==> src/hdl/assert_macros.svh <==
// Assertion macros shared by the accelerometer averaging block
`ifndef ASSERT_MACROS_SVH
`define ASSERT_MACROS_SVH
`ifndef ASSERT_OFF
// Checked on clk_i, switched off while rst_ni is low
`define TAMA_ASSERT(lbl, prop) \
  lbl: assert property (@(posedge clk_i) disable iff (!rst_ni) (prop)) \
    else $error("tama assertion failed");
// Checked on clk_i at every edge, reset included
`define TAMA_ASSERT_ALWAYS(lbl, prop) \
  lbl: assert property (@(posedge clk_i) (prop)) \
    else $error("tama assertion failed");
`else
`define TAMA_ASSERT(lbl, prop)
`define TAMA_ASSERT_ALWAYS(lbl, prop)
`endif
`endif

==> src/hdl/tama_pkg.sv <==
// Types and constants of the three-axis accelerometer moving average
package tama_pkg;

  // Input bytes and decoded raw sample
  localparam int ByteW      = 8;
  localparam int RawW       = 10;
  // Scaling: sample * 10000 >>> 6
  localparam int ScaleW     = 15;
  localparam logic signed [ScaleW-1:0] ScaleMul = 15'sd10000;
  localparam int ScaleShift = 6;
  localparam int ProdW      = RawW + ScaleW;
  localparam int SampleW    = 18;

  // Filter geometry
  localparam int FilterDepth = 8;
  localparam int FilterShift = 3;
  localparam int SlotW       = (FilterDepth > 1) ? $clog2(FilterDepth) : 1;
  localparam int CntW        = $clog2(FilterDepth + 1);
  localparam int SumW        = SampleW - FilterShift + SlotW + 1;

  // Configuration and result widths
  localparam int CfgIdxW  = 2;
  localparam int CfgDataW = 18;
  localparam int OutW     = 19;
  localparam int CalcW    = ((SumW > CfgDataW) ? SumW : CfgDataW) + 2;

  // Queue between decode and filter
  localparam int FifoDepth = 2;
  localparam int FifoPtrW  = (FifoDepth > 1) ? $clog2(FifoDepth) : 1;
  localparam int FifoCntW  = $clog2(FifoDepth + 1);

  // Register indexes
  typedef enum logic [CfgIdxW-1:0] {
    RegOffsetX = 2'd0,
    RegOffsetY = 2'd1,
    RegOffsetZ = 2'd2
  } reg_idx_e;

  // One scaled three-axis sample
  typedef struct packed {
    logic signed [SampleW-1:0] x;
    logic signed [SampleW-1:0] y;
    logic signed [SampleW-1:0] z;
  } axes_t;

  // Queue status seen by its neighbours
  typedef struct packed {
    logic push_ready;
    logic pop_valid;
  } fifo_stat_t;

endpackage

==> src/hdl/tama_if.sv <==
// Channel interfaces: sample input, result output, configuration write
interface tama_in_if;
  logic                        valid;
  logic                        ready;
  logic [tama_pkg::ByteW-1:0]  pair0_low;
  logic [tama_pkg::ByteW-1:0]  pair0_high;
  logic [tama_pkg::ByteW-1:0]  pair1_low;
  logic [tama_pkg::ByteW-1:0]  pair1_high;
  logic [tama_pkg::ByteW-1:0]  pair2_low;
  logic [tama_pkg::ByteW-1:0]  pair2_high;

  modport source (output valid, pair0_low, pair0_high, pair1_low, pair1_high,
                  pair2_low, pair2_high, input ready);
  modport sink   (input valid, pair0_low, pair0_high, pair1_low, pair1_high,
                  pair2_low, pair2_high, output ready);
endinterface

interface tama_out_if;
  logic                              valid;
  logic                              ready;
  logic signed [tama_pkg::OutW-1:0]  accel_x;
  logic signed [tama_pkg::OutW-1:0]  accel_y;
  logic signed [tama_pkg::OutW-1:0]  accel_z;

  modport source (output valid, accel_x, accel_y, accel_z, input ready);
  modport sink   (input valid, accel_x, accel_y, accel_z, output ready);
endinterface

interface tama_cfg_if;
  logic                           valid;
  logic                           ready;
  logic [tama_pkg::CfgIdxW-1:0]   index;
  logic [tama_pkg::CfgDataW-1:0]  data;

  modport source (output valid, index, data, input ready);
  modport sink   (input valid, index, data, output ready);
endinterface

==> src/hdl/three_axis_accel_moving_average.sv <==
// Top level of the three-axis accelerometer moving-average filter
//
//   Channel  Dir  Transfer payload
//   in_i     in   pair0..2 low/high bytes (Y, X, Z)
//   out_o    out  accel_x, accel_y, accel_z (19-bit signed)
//   cfg_i    in   index 0..2 = offset_x/y/z, 18-bit data
//
// One item a cycle sustained while out_o is ready; a transfer is held first in
// the decode queue register, and its result then in the result register.
// Running sums per axis replace the ring sum, so each item costs one add stage.
// Reset clears rings, sums, slot, fill count and offsets at once; no sweep.
// A stalled output holds the filter; the two-entry queue keeps input open.
module three_axis_accel_moving_average (
  input  logic       clk_i,
  input  logic       rst_ni,
  tama_in_if.sink    in_i,
  tama_out_if.source out_o,
  tama_cfg_if.sink   cfg_i
);

  tama_pkg::fifo_stat_t fifo_stat;
  tama_pkg::axes_t      push_data, pop_data;
  logic                 push_valid, pop_ready;

  tama_front u_front (
    .in_i         (in_i),
    .stat_i       (fifo_stat),
    .push_valid_o (push_valid),
    .push_data_o  (push_data)
  );

  tama_fifo u_fifo (
    .clk_i        (clk_i),
    .rst_ni       (rst_ni),
    .push_valid_i (push_valid),
    .push_data_i  (push_data),
    .pop_ready_i  (pop_ready),
    .pop_data_o   (pop_data),
    .stat_o       (fifo_stat)
  );

  tama_back u_back (
    .clk_i       (clk_i),
    .rst_ni      (rst_ni),
    .stat_i      (fifo_stat),
    .pop_data_i  (pop_data),
    .pop_ready_o (pop_ready),
    .cfg_i       (cfg_i),
    .out_o       (out_o)
  );

endmodule

==> src/hdl/tama_front.sv <==
// Front end: takes six-byte reads and decodes them into scaled axis samples
module tama_front (
  tama_in_if.sink              in_i,
  input  tama_pkg::fifo_stat_t stat_i,
  output logic                 push_valid_o,
  output tama_pkg::axes_t      push_data_o
);

  logic signed [tama_pkg::RawW-1:0]  raw_x, raw_y, raw_z;
  logic signed [tama_pkg::ProdW-1:0] prod_x, prod_y, prod_z;

  // Ten-bit sample: signed high byte times four plus low byte bits 7:6
  assign raw_y = $signed({in_i.pair0_high, in_i.pair0_low[7:6]});
  assign raw_x = $signed({in_i.pair1_high, in_i.pair1_low[7:6]});
  assign raw_z = $signed({in_i.pair2_high, in_i.pair2_low[7:6]});

  // Scale by 10000, floor shift by taking the upper bits
  assign prod_x = tama_pkg::ProdW'(raw_x) * tama_pkg::ProdW'(tama_pkg::ScaleMul);
  assign prod_y = tama_pkg::ProdW'(raw_y) * tama_pkg::ProdW'(tama_pkg::ScaleMul);
  assign prod_z = tama_pkg::ProdW'(raw_z) * tama_pkg::ProdW'(tama_pkg::ScaleMul);

  assign push_data_o.x = prod_x[tama_pkg::ScaleShift +: tama_pkg::SampleW];
  assign push_data_o.y = prod_y[tama_pkg::ScaleShift +: tama_pkg::SampleW];
  assign push_data_o.z = prod_z[tama_pkg::ScaleShift +: tama_pkg::SampleW];

  // Transfer goes straight into the queue
  assign push_valid_o = in_i.valid;
  assign in_i.ready   = stat_i.push_ready;

endmodule

==> src/hdl/tama_fifo.sv <==
// Short queue of decoded samples between front end and filter
module tama_fifo (
  input  logic                 clk_i,
  input  logic                 rst_ni,
  input  logic                 push_valid_i,
  input  tama_pkg::axes_t      push_data_i,
  input  logic                 pop_ready_i,
  output tama_pkg::axes_t      pop_data_o,
  output tama_pkg::fifo_stat_t stat_o
);

  tama_pkg::axes_t                mem_q [tama_pkg::FifoDepth];
  logic [tama_pkg::FifoPtrW-1:0]  wr_ptr_q, wr_ptr_d, rd_ptr_q, rd_ptr_d;
  logic [tama_pkg::FifoCntW-1:0]  count_q, count_d;
  logic                           push, pop;

  assign stat_o.push_ready = (count_q != tama_pkg::FifoCntW'(tama_pkg::FifoDepth));
  assign stat_o.pop_valid  = (count_q != '0);
  assign push = push_valid_i && stat_o.push_ready;
  assign pop  = pop_ready_i && stat_o.pop_valid;
  assign pop_data_o = mem_q[rd_ptr_q];

  // Pointer and count update
  always_comb begin
    wr_ptr_d = wr_ptr_q;
    rd_ptr_d = rd_ptr_q;
    count_d  = count_q;
    if (push) begin
      wr_ptr_d = (wr_ptr_q == tama_pkg::FifoPtrW'(tama_pkg::FifoDepth - 1)) ?
                 '0 : wr_ptr_q + 1'b1;
    end
    if (pop) begin
      rd_ptr_d = (rd_ptr_q == tama_pkg::FifoPtrW'(tama_pkg::FifoDepth - 1)) ?
                 '0 : rd_ptr_q + 1'b1;
    end
    if (push && !pop) begin
      count_d = count_q + 1'b1;
    end else if (pop && !push) begin
      count_d = count_q - 1'b1;
    end
  end

  always_ff @(posedge clk_i or negedge rst_ni) begin
    if (!rst_ni) begin
      wr_ptr_q <= '0;
      rd_ptr_q <= '0;
      count_q  <= '0;
    end else begin
      wr_ptr_q <= wr_ptr_d;
      rd_ptr_q <= rd_ptr_d;
      count_q  <= count_d;
    end
  end

  // Storage, no reset needed
  always_ff @(posedge clk_i) begin
    if (push) begin
      mem_q[wr_ptr_q] <= push_data_i;
    end
  end

endmodule

==> src/hdl/tama_back.sv <==
// Back end: sample rings, running sums, offsets and the result register
`include "assert_macros.svh"

module tama_back (
  input  logic                 clk_i,
  input  logic                 rst_ni,
  input  tama_pkg::fifo_stat_t stat_i,
  input  tama_pkg::axes_t      pop_data_i,
  output logic                 pop_ready_o,
  tama_cfg_if.sink             cfg_i,
  tama_out_if.source           out_o
);

  localparam int SumW  = tama_pkg::SumW;
  localparam int CalcW = tama_pkg::CalcW;
  localparam int OutW  = tama_pkg::OutW;

  tama_pkg::axes_t                  ring_q [tama_pkg::FilterDepth];
  tama_pkg::axes_t                  old_s;
  logic [tama_pkg::SlotW-1:0]       slot_q, slot_d;
  logic [tama_pkg::CntW-1:0]        fill_q, fill_d;
  logic signed [SumW-1:0]           sum_x_q, sum_y_q, sum_z_q;
  logic signed [SumW-1:0]           sum_x_d, sum_y_d, sum_z_d;
  logic signed [tama_pkg::CfgDataW-1:0] off_x_q, off_y_q, off_z_q;
  logic signed [CalcW-1:0]          res_x, res_y, res_z;
  logic                             out_valid_q, out_valid_d;
  logic [OutW-1:0]                  acc_x_q, acc_y_q, acc_z_q;
  logic                             advance, full_next;

  // Pop when the result register is empty or being drained
  assign pop_ready_o = !out_valid_q || out_o.ready;
  assign advance     = pop_ready_o && stat_i.pop_valid;

  // Entry being replaced this transfer
  assign old_s = ring_q[slot_q];

  // Running sums: add the new shifted sample, drop the one it replaces
  always_comb begin
    sum_x_d = sum_x_q + SumW'($signed(pop_data_i.x) >>> tama_pkg::FilterShift)
                      - SumW'($signed(old_s.x) >>> tama_pkg::FilterShift);
    sum_y_d = sum_y_q + SumW'($signed(pop_data_i.y) >>> tama_pkg::FilterShift)
                      - SumW'($signed(old_s.y) >>> tama_pkg::FilterShift);
    sum_z_d = sum_z_q + SumW'($signed(pop_data_i.z) >>> tama_pkg::FilterShift)
                      - SumW'($signed(old_s.z) >>> tama_pkg::FilterShift);
  end

  // Slot wrap and saturating fill count
  always_comb begin
    slot_d = (slot_q == tama_pkg::SlotW'(tama_pkg::FilterDepth - 1)) ?
             '0 : slot_q + 1'b1;
    fill_d = (fill_q < tama_pkg::CntW'(tama_pkg::FilterDepth)) ?
             fill_q + 1'b1 : fill_q;
    full_next = (fill_d == tama_pkg::CntW'(tama_pkg::FilterDepth));
  end

  // Offsets; Y average is negated first
  always_comb begin
    res_x = CalcW'(sum_x_d) - CalcW'(off_x_q);
    res_y = -CalcW'(sum_y_d) - CalcW'(off_y_q);
    res_z = CalcW'(sum_z_d) - CalcW'(off_z_q);
  end

  // Result register valid
  always_comb begin
    out_valid_d = out_valid_q;
    if (advance && full_next) begin
      out_valid_d = 1'b1;
    end else if (out_o.ready) begin
      out_valid_d = 1'b0;
    end
  end

  // Filter state
  always_ff @(posedge clk_i or negedge rst_ni) begin
    if (!rst_ni) begin
      for (int i = 0; i < tama_pkg::FilterDepth; i++) begin
        ring_q[i] <= '0;
      end
      slot_q      <= '0;
      fill_q      <= '0;
      sum_x_q     <= '0;
      sum_y_q     <= '0;
      sum_z_q     <= '0;
      out_valid_q <= 1'b0;
    end else begin
      out_valid_q <= out_valid_d;
      if (advance) begin
        ring_q[slot_q] <= pop_data_i;
        slot_q  <= slot_d;
        fill_q  <= fill_d;
        sum_x_q <= sum_x_d;
        sum_y_q <= sum_y_d;
        sum_z_q <= sum_z_d;
      end
    end
  end

  // Result payload
  always_ff @(posedge clk_i) begin
    if (advance && full_next) begin
      acc_x_q <= res_x[OutW-1:0];
      acc_y_q <= res_y[OutW-1:0];
      acc_z_q <= res_z[OutW-1:0];
    end
  end

  assign out_o.valid   = out_valid_q;
  assign out_o.accel_x = $signed(acc_x_q);
  assign out_o.accel_y = $signed(acc_y_q);
  assign out_o.accel_z = $signed(acc_z_q);

  // Configuration writes; unknown indexes are dropped
  assign cfg_i.ready = 1'b1;

  always_ff @(posedge clk_i or negedge rst_ni) begin
    if (!rst_ni) begin
      off_x_q <= '0;
      off_y_q <= '0;
      off_z_q <= '0;
    end else if (cfg_i.valid) begin
      unique case (tama_pkg::reg_idx_e'(cfg_i.index))
        tama_pkg::RegOffsetX: off_x_q <= $signed(cfg_i.data);
        tama_pkg::RegOffsetY: off_y_q <= $signed(cfg_i.data);
        tama_pkg::RegOffsetZ: off_z_q <= $signed(cfg_i.data);
        default: ;
      endcase
    end
  end

  // Checks
  `TAMA_ASSERT(a_fill_bound, fill_q <= tama_pkg::CntW'(tama_pkg::FilterDepth))
  `TAMA_ASSERT(a_slot_tracks_fill,
               (fill_q < tama_pkg::CntW'(tama_pkg::FilterDepth)) |->
               (tama_pkg::CntW'(slot_q) == fill_q))
  `TAMA_ASSERT(a_result_from_pop, $rose(out_valid_q) |-> $past(advance))
  `TAMA_ASSERT(a_no_result_filling,
               (fill_q < tama_pkg::CntW'(tama_pkg::FilterDepth)) |-> !out_valid_q)

endmodule
==> src/flat_wrapper.sv <==
// flat-port wrapper written by rule: the top's interface ports become plain ports
module three_axis_accel_moving_average_flat 
  (clk_i, rst_ni, in_i_valid, in_i_pair0_low, in_i_pair0_high, in_i_pair1_low, in_i_pair1_high, in_i_pair2_low, in_i_pair2_high, in_i_ready, out_o_valid, out_o_accel_x, out_o_accel_y, out_o_accel_z, out_o_ready, cfg_i_valid, cfg_i_index, cfg_i_data, cfg_i_ready);
  tama_in_if in_i_i ();
  tama_out_if out_o_i ();
  tama_cfg_if cfg_i_i ();
  input  logic clk_i;
  input  logic rst_ni;
  input wire logic [$bits(in_i_i.valid)-1:0] in_i_valid;
  input wire logic [$bits(in_i_i.pair0_low)-1:0] in_i_pair0_low;
  input wire logic [$bits(in_i_i.pair0_high)-1:0] in_i_pair0_high;
  input wire logic [$bits(in_i_i.pair1_low)-1:0] in_i_pair1_low;
  input wire logic [$bits(in_i_i.pair1_high)-1:0] in_i_pair1_high;
  input wire logic [$bits(in_i_i.pair2_low)-1:0] in_i_pair2_low;
  input wire logic [$bits(in_i_i.pair2_high)-1:0] in_i_pair2_high;
  output wire logic [$bits(in_i_i.ready)-1:0] in_i_ready;
  output wire logic [$bits(out_o_i.valid)-1:0] out_o_valid;
  output wire logic [$bits(out_o_i.accel_x)-1:0] out_o_accel_x;
  output wire logic [$bits(out_o_i.accel_y)-1:0] out_o_accel_y;
  output wire logic [$bits(out_o_i.accel_z)-1:0] out_o_accel_z;
  input wire logic [$bits(out_o_i.ready)-1:0] out_o_ready;
  input wire logic [$bits(cfg_i_i.valid)-1:0] cfg_i_valid;
  input wire logic [$bits(cfg_i_i.index)-1:0] cfg_i_index;
  input wire logic [$bits(cfg_i_i.data)-1:0] cfg_i_data;
  output wire logic [$bits(cfg_i_i.ready)-1:0] cfg_i_ready;
  assign in_i_i.valid = in_i_valid;
  assign in_i_i.pair0_low = in_i_pair0_low;
  assign in_i_i.pair0_high = in_i_pair0_high;
  assign in_i_i.pair1_low = in_i_pair1_low;
  assign in_i_i.pair1_high = in_i_pair1_high;
  assign in_i_i.pair2_low = in_i_pair2_low;
  assign in_i_i.pair2_high = in_i_pair2_high;
  assign in_i_ready = in_i_i.ready;
  assign out_o_valid = out_o_i.valid;
  assign out_o_accel_x = out_o_i.accel_x;
  assign out_o_accel_y = out_o_i.accel_y;
  assign out_o_accel_z = out_o_i.accel_z;
  assign out_o_i.ready = out_o_ready;
  assign cfg_i_i.valid = cfg_i_valid;
  assign cfg_i_i.index = cfg_i_index;
  assign cfg_i_i.data = cfg_i_data;
  assign cfg_i_ready = cfg_i_i.ready;
  three_axis_accel_moving_average u_core (.clk_i(clk_i), .rst_ni(rst_ni), .in_i(in_i_i), .out_o(out_o_i), .cfg_i(cfg_i_i));
endmodule
==> config.mk <==
export PLATFORM = sky130hd
export DESIGN_NAME = three_axis_accel_moving_average_flat
export DESIGN_NICKNAME = d
export VERILOG_FILES = /design/src/hdl/tama_pkg.sv /design/src/hdl/tama_if.sv /design/src/hdl/three_axis_accel_moving_average.sv /design/src/hdl/tama_front.sv /design/src/hdl/tama_fifo.sv /design/src/hdl/tama_back.sv /design/src/flat_wrapper.sv
export VERILOG_INCLUDE_DIRS = /design/src /design/src/hdl
export SDC_FILE = /design/constraint.sdc
export NUM_CORES = 2
export LEC_CHECK = 0
export BUFFER_PORTS_ARGS = -buffer_cell sky130_fd_sc_hd__buf_2
export CORE_MARGIN = 2
export CORE_UTILIZATION = 45
export CTS_BUF_LIST = sky130_fd_sc_hd__clkbuf_16
export DETAILED_ROUTE_END_ITERATION = 8
export GPL_ROUTABILITY_DRIVEN = 0
export MAX_ROUTING_LAYER = met4
export PLACE_DENSITY = 0.62
export SKIP_LAST_GASP = 1
export SLEW_MARGIN = 20
export SYNTH_ARGS = -nofsm -noshare
export SYNTH_HDL_FRONTEND = slang
export SYNTH_HIERARCHICAL = 1
export SYNTH_SLANG_ARGS = --single-unit
==> constraint.sdc <==
create_clock -name clk_i -period 9.7 [get_ports clk_i]
set_clock_uncertainty 0.2 [all_clocks]
set_input_delay 0.485 -clock clk_i [delete_from_list [all_inputs] [get_ports clk_i]]
set_output_delay 0.485 -clock clk_i [all_outputs]
set_load 0.01 [all_outputs]
# After elaboration in Yosys (flattened, before gate mapping)
# Memory sizes are Yosys's and may differ from the RTL's.
# Cells that the tools add are included.
[totals] latch_bits=0 mem_count=1 rom_bits=0 mem_bits_rw=108 regBits=612
[op_classes] n_shift=0 bitwise_logic=1 n_mul=3 magnitude_cmp=3 add_sub_neg=16 div_mod_pow=0 eq_ne=5 n_mux=16 reduce_logical=17
[memory_table] name="u_core.u_fifo.mem_q" depth=2 width=54 read_ports=1 rd_ports_with_merged_regs=0 wr=1 line_no="tama_fifo.sv:12" source="tama_pkg::axes_t mem_q [tama_pkg::FifoDepth];"
[op_table] operator="$bwmux W432" n=1
[op_table] operator="$bmux W54 S3" n=1
[op_table] operator="$demux W54 S3" n=1
[op_table] operator="$mux W54" n=3
[op_table] operator="$mul A10 B11 Y20 const B" n=3
[op_table] operator="$add A19 B15 Y19" n=3
[op_table] operator="$sub A19 B15 Y19" n=3
[op_table] operator="$sub A19 B18 Y19" n=3
[op_table] operator="$neg A19 Y19" n=1
[op_table] operator="$logic_and A1 B1 Y1" n=6
[op_table] operator="$mux W1" n=6
[op_table] operator="$reduce_and A2 Y1" n=3
[op_table] operator="$reduce_bool A2 Y1" n=3
[op_table] operator="$add A4 B1 Y4 const B" n=1
[op_table] operator="$eq A4 B4 Y1 const B" n=1
[op_table] operator="$ge A4 B4 Y1 const B" n=1
[op_table] operator="$lt A4 B1 Y1 const B" n=1
[op_table] operator="$lt A4 B4 Y1 const B" n=1
[op_table] operator="$mux W2" n=2
[op_table] operator="$mux W4" n=1
[op_table] operator="$not A3 Y4" n=1
[op_table] operator="$add A3 B1 Y3 const B" n=1
[op_table] operator="$eq A3 B3 Y1 const B" n=1
[op_table] operator="$logic_not A1 Y1" n=3
[op_table] operator="other kinds (9)" n=10

# Longest topological paths before layout
[logic_depth] word_depth=7 depth_mapped=27 mapped_depth_nobuf=25

# By module
# The synthesis kept the hierarchy.
[by_module_without_submodules] module="tama_back" cells_per_inst=2787 seq_area_each_um2=13698.1 n_inst=1 area_per_inst_um2=27717.8
[by_module_without_submodules] module="tama_front" cells_per_inst=565 seq_area_each_um2=0.0 n_inst=1 area_per_inst_um2=5242.5
[by_module_without_submodules] module="tama_fifo" cells_per_inst=186 seq_area_each_um2=3343.2 n_inst=1 area_per_inst_um2=4340.4

# Worst setup path after synthesis
# Ideal clock, no wire load.
[synth_timing] path_kind="register to register" start="register u_core/u_back/slot_q[2] (netlist bit)" end="register u_core.u_back.acc_y_q[17] (netlist: u_core/u_back/out_o.accel_y[17]), data pin" setup_ps=180 path_slack_ps=3846 arrival_ps=5474 required_time_ps=9320 period_less_slack_ps=5854 stages_incl_launch_ff=26 cell_sequence="dfrtp_1 -> buf_2 -> and3_1 -> clkbuf_1 -> clkbuf_1 -> a22oi_1 -> nand4_1 -> fa_1 -> inv_1 -> fa_1 -> a211o_1 -> o211ai_1 -> nor2b_1 -> o21ba_2 -> o21bai_1 -> a21oi_1 -> xor2_1 -> ha_1 -> ha_1 -> a21o_1 -> a21oi_1 -> o21ai_0 -> o21a_1 -> o31ai_2 -> or4b_1 -> o311ai_1"
[synth_via] elab_chain_cells=7
[synth_rtl] element="start, declared" line_no="tama_back.sv:20" source="logic [tama_pkg::SlotW-1:0] slot_q, slot_d;"
[synth_rtl] element="start signal, assigned" line_no="tama_back.sv:89" source="slot_q <= slot_d;"
[synth_rtl] element="$not A3 Y4 (not written as such)" line_no="tama_back.sv:35" source="assign old_s = ring_q[slot_q];"
[synth_rtl] element="$bmux W54 S3" line_no="tama_back.sv:35"
[synth_rtl] element="$mux W54 (not written as such) (2 in a row)" line_no="tama_back.sv:35"
[synth_rtl] element="$sub A19 B15 Y19" line_no="tama_back.sv:42" source="- SumW'($signed(old_s.y) >>> tama_pkg::FilterShift);"
[synth_rtl] element="$neg A19 Y19" line_no="tama_back.sv:59" source="res_y = -CalcW'(sum_y_d) - CalcW'(off_y_q);"
[synth_rtl] element="$sub A19 B18 Y19" line_no="tama_back.sv:59"
[synth_rtl] element="via u_core.u_back.res_y[17]" line_no="tama_back.sv:25" source="logic signed [CalcW-1:0] res_x, res_y, res_z;"
[synth_rtl] element="end signal, assigned" line_no="tama_back.sv:102" source="acc_y_q <= res_y[OutW-1:0];"
[synth_rtl] element="end, declared" line_no="tama_back.sv:27" source="logic [OutW-1:0] acc_x_q, acc_y_q, acc_z_q;"
# The timed path passes the listed nets, and every way through them passes these cells. The select of a mux whose other input is x is not followed.
# A chain may end at the register's enable or synchronous reset.

# Worst setup path in the final report
[layout_timing] start="register u_core/u_back/slot_q[1] (netlist bit)" end="register u_core.u_back.acc_y_q[17] (netlist: u_core/u_back/out_o.accel_y[17]), data pin"
# The elaborated chain is that of the path after synthesis.

==> impl_metrics.env <==
export IMPL_dp_cells=4562
export IMPL_crit_path_start_kind="flop"
export IMPL_grt_pass1_wl_mm=136
export IMPL_routed_wl_mm=84.7
export IMPL_maxSlewViolCount=0
export IMPL_max_slew_margin=0.293
export IMPL_crit_arrival_ns=7.08
export IMPL_finalSetupTns_ns=0
export IMPL_fp_coreArea_sq_um=80500
export IMPL_fmax_ghz=0.147
export IMPL_die_h_um=289
export IMPL_hold_viol=0
export IMPL_grt_pass1_vias=24300
export IMPL_crit_path_end_kind="flop"
export IMPL_cp_data_required_time_ns=9.97
export IMPL_yosysWarnings=6
export IMPL_drive_gt1_frac=0.116
export IMPL_syn_num_nets=4007
export IMPL_nets=4085
export IMPL_syn2layout_area_growth_pct=10.4
export IMPL_rr_worst_depth=22
export IMPL_tightestPinTransition_ns=1.06
export IMPL_clock_sinks=630
export IMPL_whs_path_depth=2
export IMPL_postSynthAreaPerCell_sq_um=10.4
export IMPL_cts_clk_slew_worst_paths_ns=0.07
export IMPL_worstReg2RegStart="u_core/u_back/slot_q[1]"
export IMPL_regToRegSetupSlack_ns=2.89
export IMPL_timing_hold_worst_class="in -> reg"
export IMPL_clockBufferDepth=3
export IMPL_cp_max_fo=41
export IMPL_route_vias_total=25000
export IMPL_final_cells=4695
export IMPL_status="complete, no violations"
export IMPL_antenna_found_initial=4
export IMPL_whs_endpoint="u_core/u_back/off_y_q[8]"
export IMPL_finalCritPeriodShare=0.702
export IMPL_dieArea_sq_um=83600
export IMPL_min_from="cfg_i_data[8]"
export IMPL_maxCapViolations=0
export IMPL_drc=0
export IMPL_wl_per_cell_um=18.0
export IMPL_row_count=104
export IMPL_r2r_end="u_core/u_back/out_o.accel_y[17]"
export IMPL_setup_viol=0
export IMPL_first_pass_iters=5
export IMPL_dpl_cell_area_sq_um=38200
export IMPL_rsz0062_at_grt="false"
export IMPL_cts_tree="yes"
export IMPL_start_util=0.454
export IMPL_via_per_inst=5.32
export IMPL_ioPinCount=133
export IMPL_die_x_um=289
export IMPL_syn_area_sq_um=36600
export IMPL_antenna_left=0
export IMPL_numCtsBuffers=61
export IMPL_overflow=0
export IMPL_fin_crit_ns=6.81
export IMPL_grt_start_max_net_pins=178
export IMPL_fillers=7317
export IMPL_synthCells=3505
export IMPL_drt_initial_drc_count=1499
export IMPL_cts_root_buf="clkbuf_16"
export IMPL_fin_hold_ws_ns=0.0292
export IMPL_post_cts_buffers=0
export IMPL_cts_htree_levels=2
export IMPL_final_cell_area_sq_um=40400
export IMPL_critPathKind="reg -> reg"
export IMPL_hpwl_mm=57.0
export IMPL_grtUsageTotal=0.212
export IMPL_clock_latency_ns=0.65
export IMPL_numPortBuffers=113
-- state kept, by name (all words and copies together) (netlist names) --
name and flops:
u_core/u_fifo/rd_ptr_q 1, u_core/u_fifo/wr_ptr_q 1, u_core/u_back/sum_z_q 19, u_core/u_back/off_y_q 18, u_core/u_back/slot_q 3, u_core/u_back/out_o.accel_y 19, u_core/u_back/sum_y_q 19, u_core/u_back/ring_q 360
u_core/u_back/fill_q 4, u_core/u_back/off_z_q 18, u_core/u_back/out_o.accel_x 19, u_core/u_fifo/count_q 2, u_core/u_back/out_o.accel_z 19, u_core/u_back/off_x_q 18, u_core/u_back/out_o.valid 1, u_core/u_fifo/mem_q 90
u_core/u_back/sum_x_q 19
-- layout by cell type (no fill, tap or decap), types with 6 or more instances in the layout --
| master | count |
|---|---|
| or2_2 | 6 |
| nand3_1 | 18 |
| a31oi_1 | 12 |
| nor2b_1 | 28 |
| a211oi_1 | 13 |
| nor3_1 | 22 |
| clkbuf_16 | 63 |
| xor2_1 | 40 |
| clkinv_1 | 12 |
| nor2_1 | 75 |
| buf_2 | 112 |
| inv_1 | 411 |
| nand2b_1 | 15 |
| o21bai_1 | 12 |
| dfrtp_1 | 482 |
| mux2_2 | 90 |
| buf_4 | 25 |
| o21ai_1 | 15 |
| a21oi_1 | 106 |
| a41oi_1 | 6 |
| nand2_1 | 449 |
| nand4_1 | 46 |
| a22oi_1 | 177 |
| edfxtp_1 | 147 |
| and4_1 | 6 |
| o21ai_0 | 427 |
| fa_1 | 117 |
| o21a_1 | 18 |
| bufinv_16 | 9 |
| dlygate4sd3_1 | 18 |
| ha_1 | 312 |
| mux2_4 | 43 |
| nor4_1 | 7 |
| o211ai_1 | 11 |
| nand2_2 | 9 |
| and3_1 | 8 |
| a21o_1 | 38 |
| xnor2_1 | 95 |
-- metrics by stage --
step | setup WS (ns) | utilization
6_report | 2.89 | 0.502
5_1_grt | 2.43 | 0.502
4_1_cts | 2.94 | 0.501
3_5_place_dp | 2.97 | 0.474
3_3_place_gp | 2.95 | 0.474
2_1_floorplan | 3.85 | -
-- repair_timing --
item / in CTS / in global routing
gates resized for setup: 0 / 0
setup endpoints to repair: 0 / 0
hold buffers: 18 / 0
endpoints found under the hold margin: 116 / 0
-- layer usage --
metal	global-route usage	routed length (um)
met4	0.0479	1820
met1	0.297	40800
met5	-	0
met3	0.0337	4310
met2	0.326	37800
-- cell type report --
type | count | area [sq um] | share of cell area
Inverter | 399 | 1500 | 0.0371
Timing Repair Buffer | 159 | 1000 | 0.0248
Tap cell | 1060 | 1330 | 0.0328
Multi-Input combinational cell | 2332 | 18000 | 0.446
Sequential cell | 630 | 16500 | 0.408
Antenna cell | 4 | 10.0 | 0.000248
Clock buffer | 63 | 1580 | 0.0390
Clock inverter | 48 | 464 | 0.0115
-- how the worst max path moves through the flow --
stage	cells after the start	end	start	slack [ns]
after floorplan	25	u_core/u_back/out_o.accel_y[17]	u_core/u_back/slot_q[2]	3.85
after global placement	24	u_core/u_back/out_o.accel_y[17]	u_core/u_back/slot_q[1]	2.95
after detailed placement	22	u_core/u_back/out_o.accel_y[17]	u_core/u_back/slot_q[1]	2.97
after CTS	22	u_core/u_back/out_o.accel_y[17]	u_core/u_back/slot_q[1]	2.94
after global routing	22	u_core/u_back/out_o.accel_y[17]	u_core/u_back/slot_q[1]	2.43
final	22	u_core/u_back/out_o.accel_y[17]	u_core/u_back/slot_q[1]	2.89
-- critical path, cell delays in order (launching register included) --
cell      delay, ns
dfrtp_1        0.60
nor3b_2        0.76
buf_12         0.38
a22oi_1        0.15
nand4_1        0.19
fa_1           0.43
inv_1          0.07
ha_1           0.27
o211ai_1       0.34
nor2b_1        0.18
o21ba_2        0.15
o21bai_1       0.06
a21oi_1        0.17
xor2_1         0.42
ha_1           0.33
ha_1           0.35
a21o_1         0.20
a21oi_1        0.15
o21ai_0        0.17
o21a_1         0.26
o31ai_2        0.25
or4b_1         0.46
o311ai_1       0.09
Power is left out: the tool's default activity adds up to more than one toggle a clock period on the data nets, which glitch-free logic cannot reach.
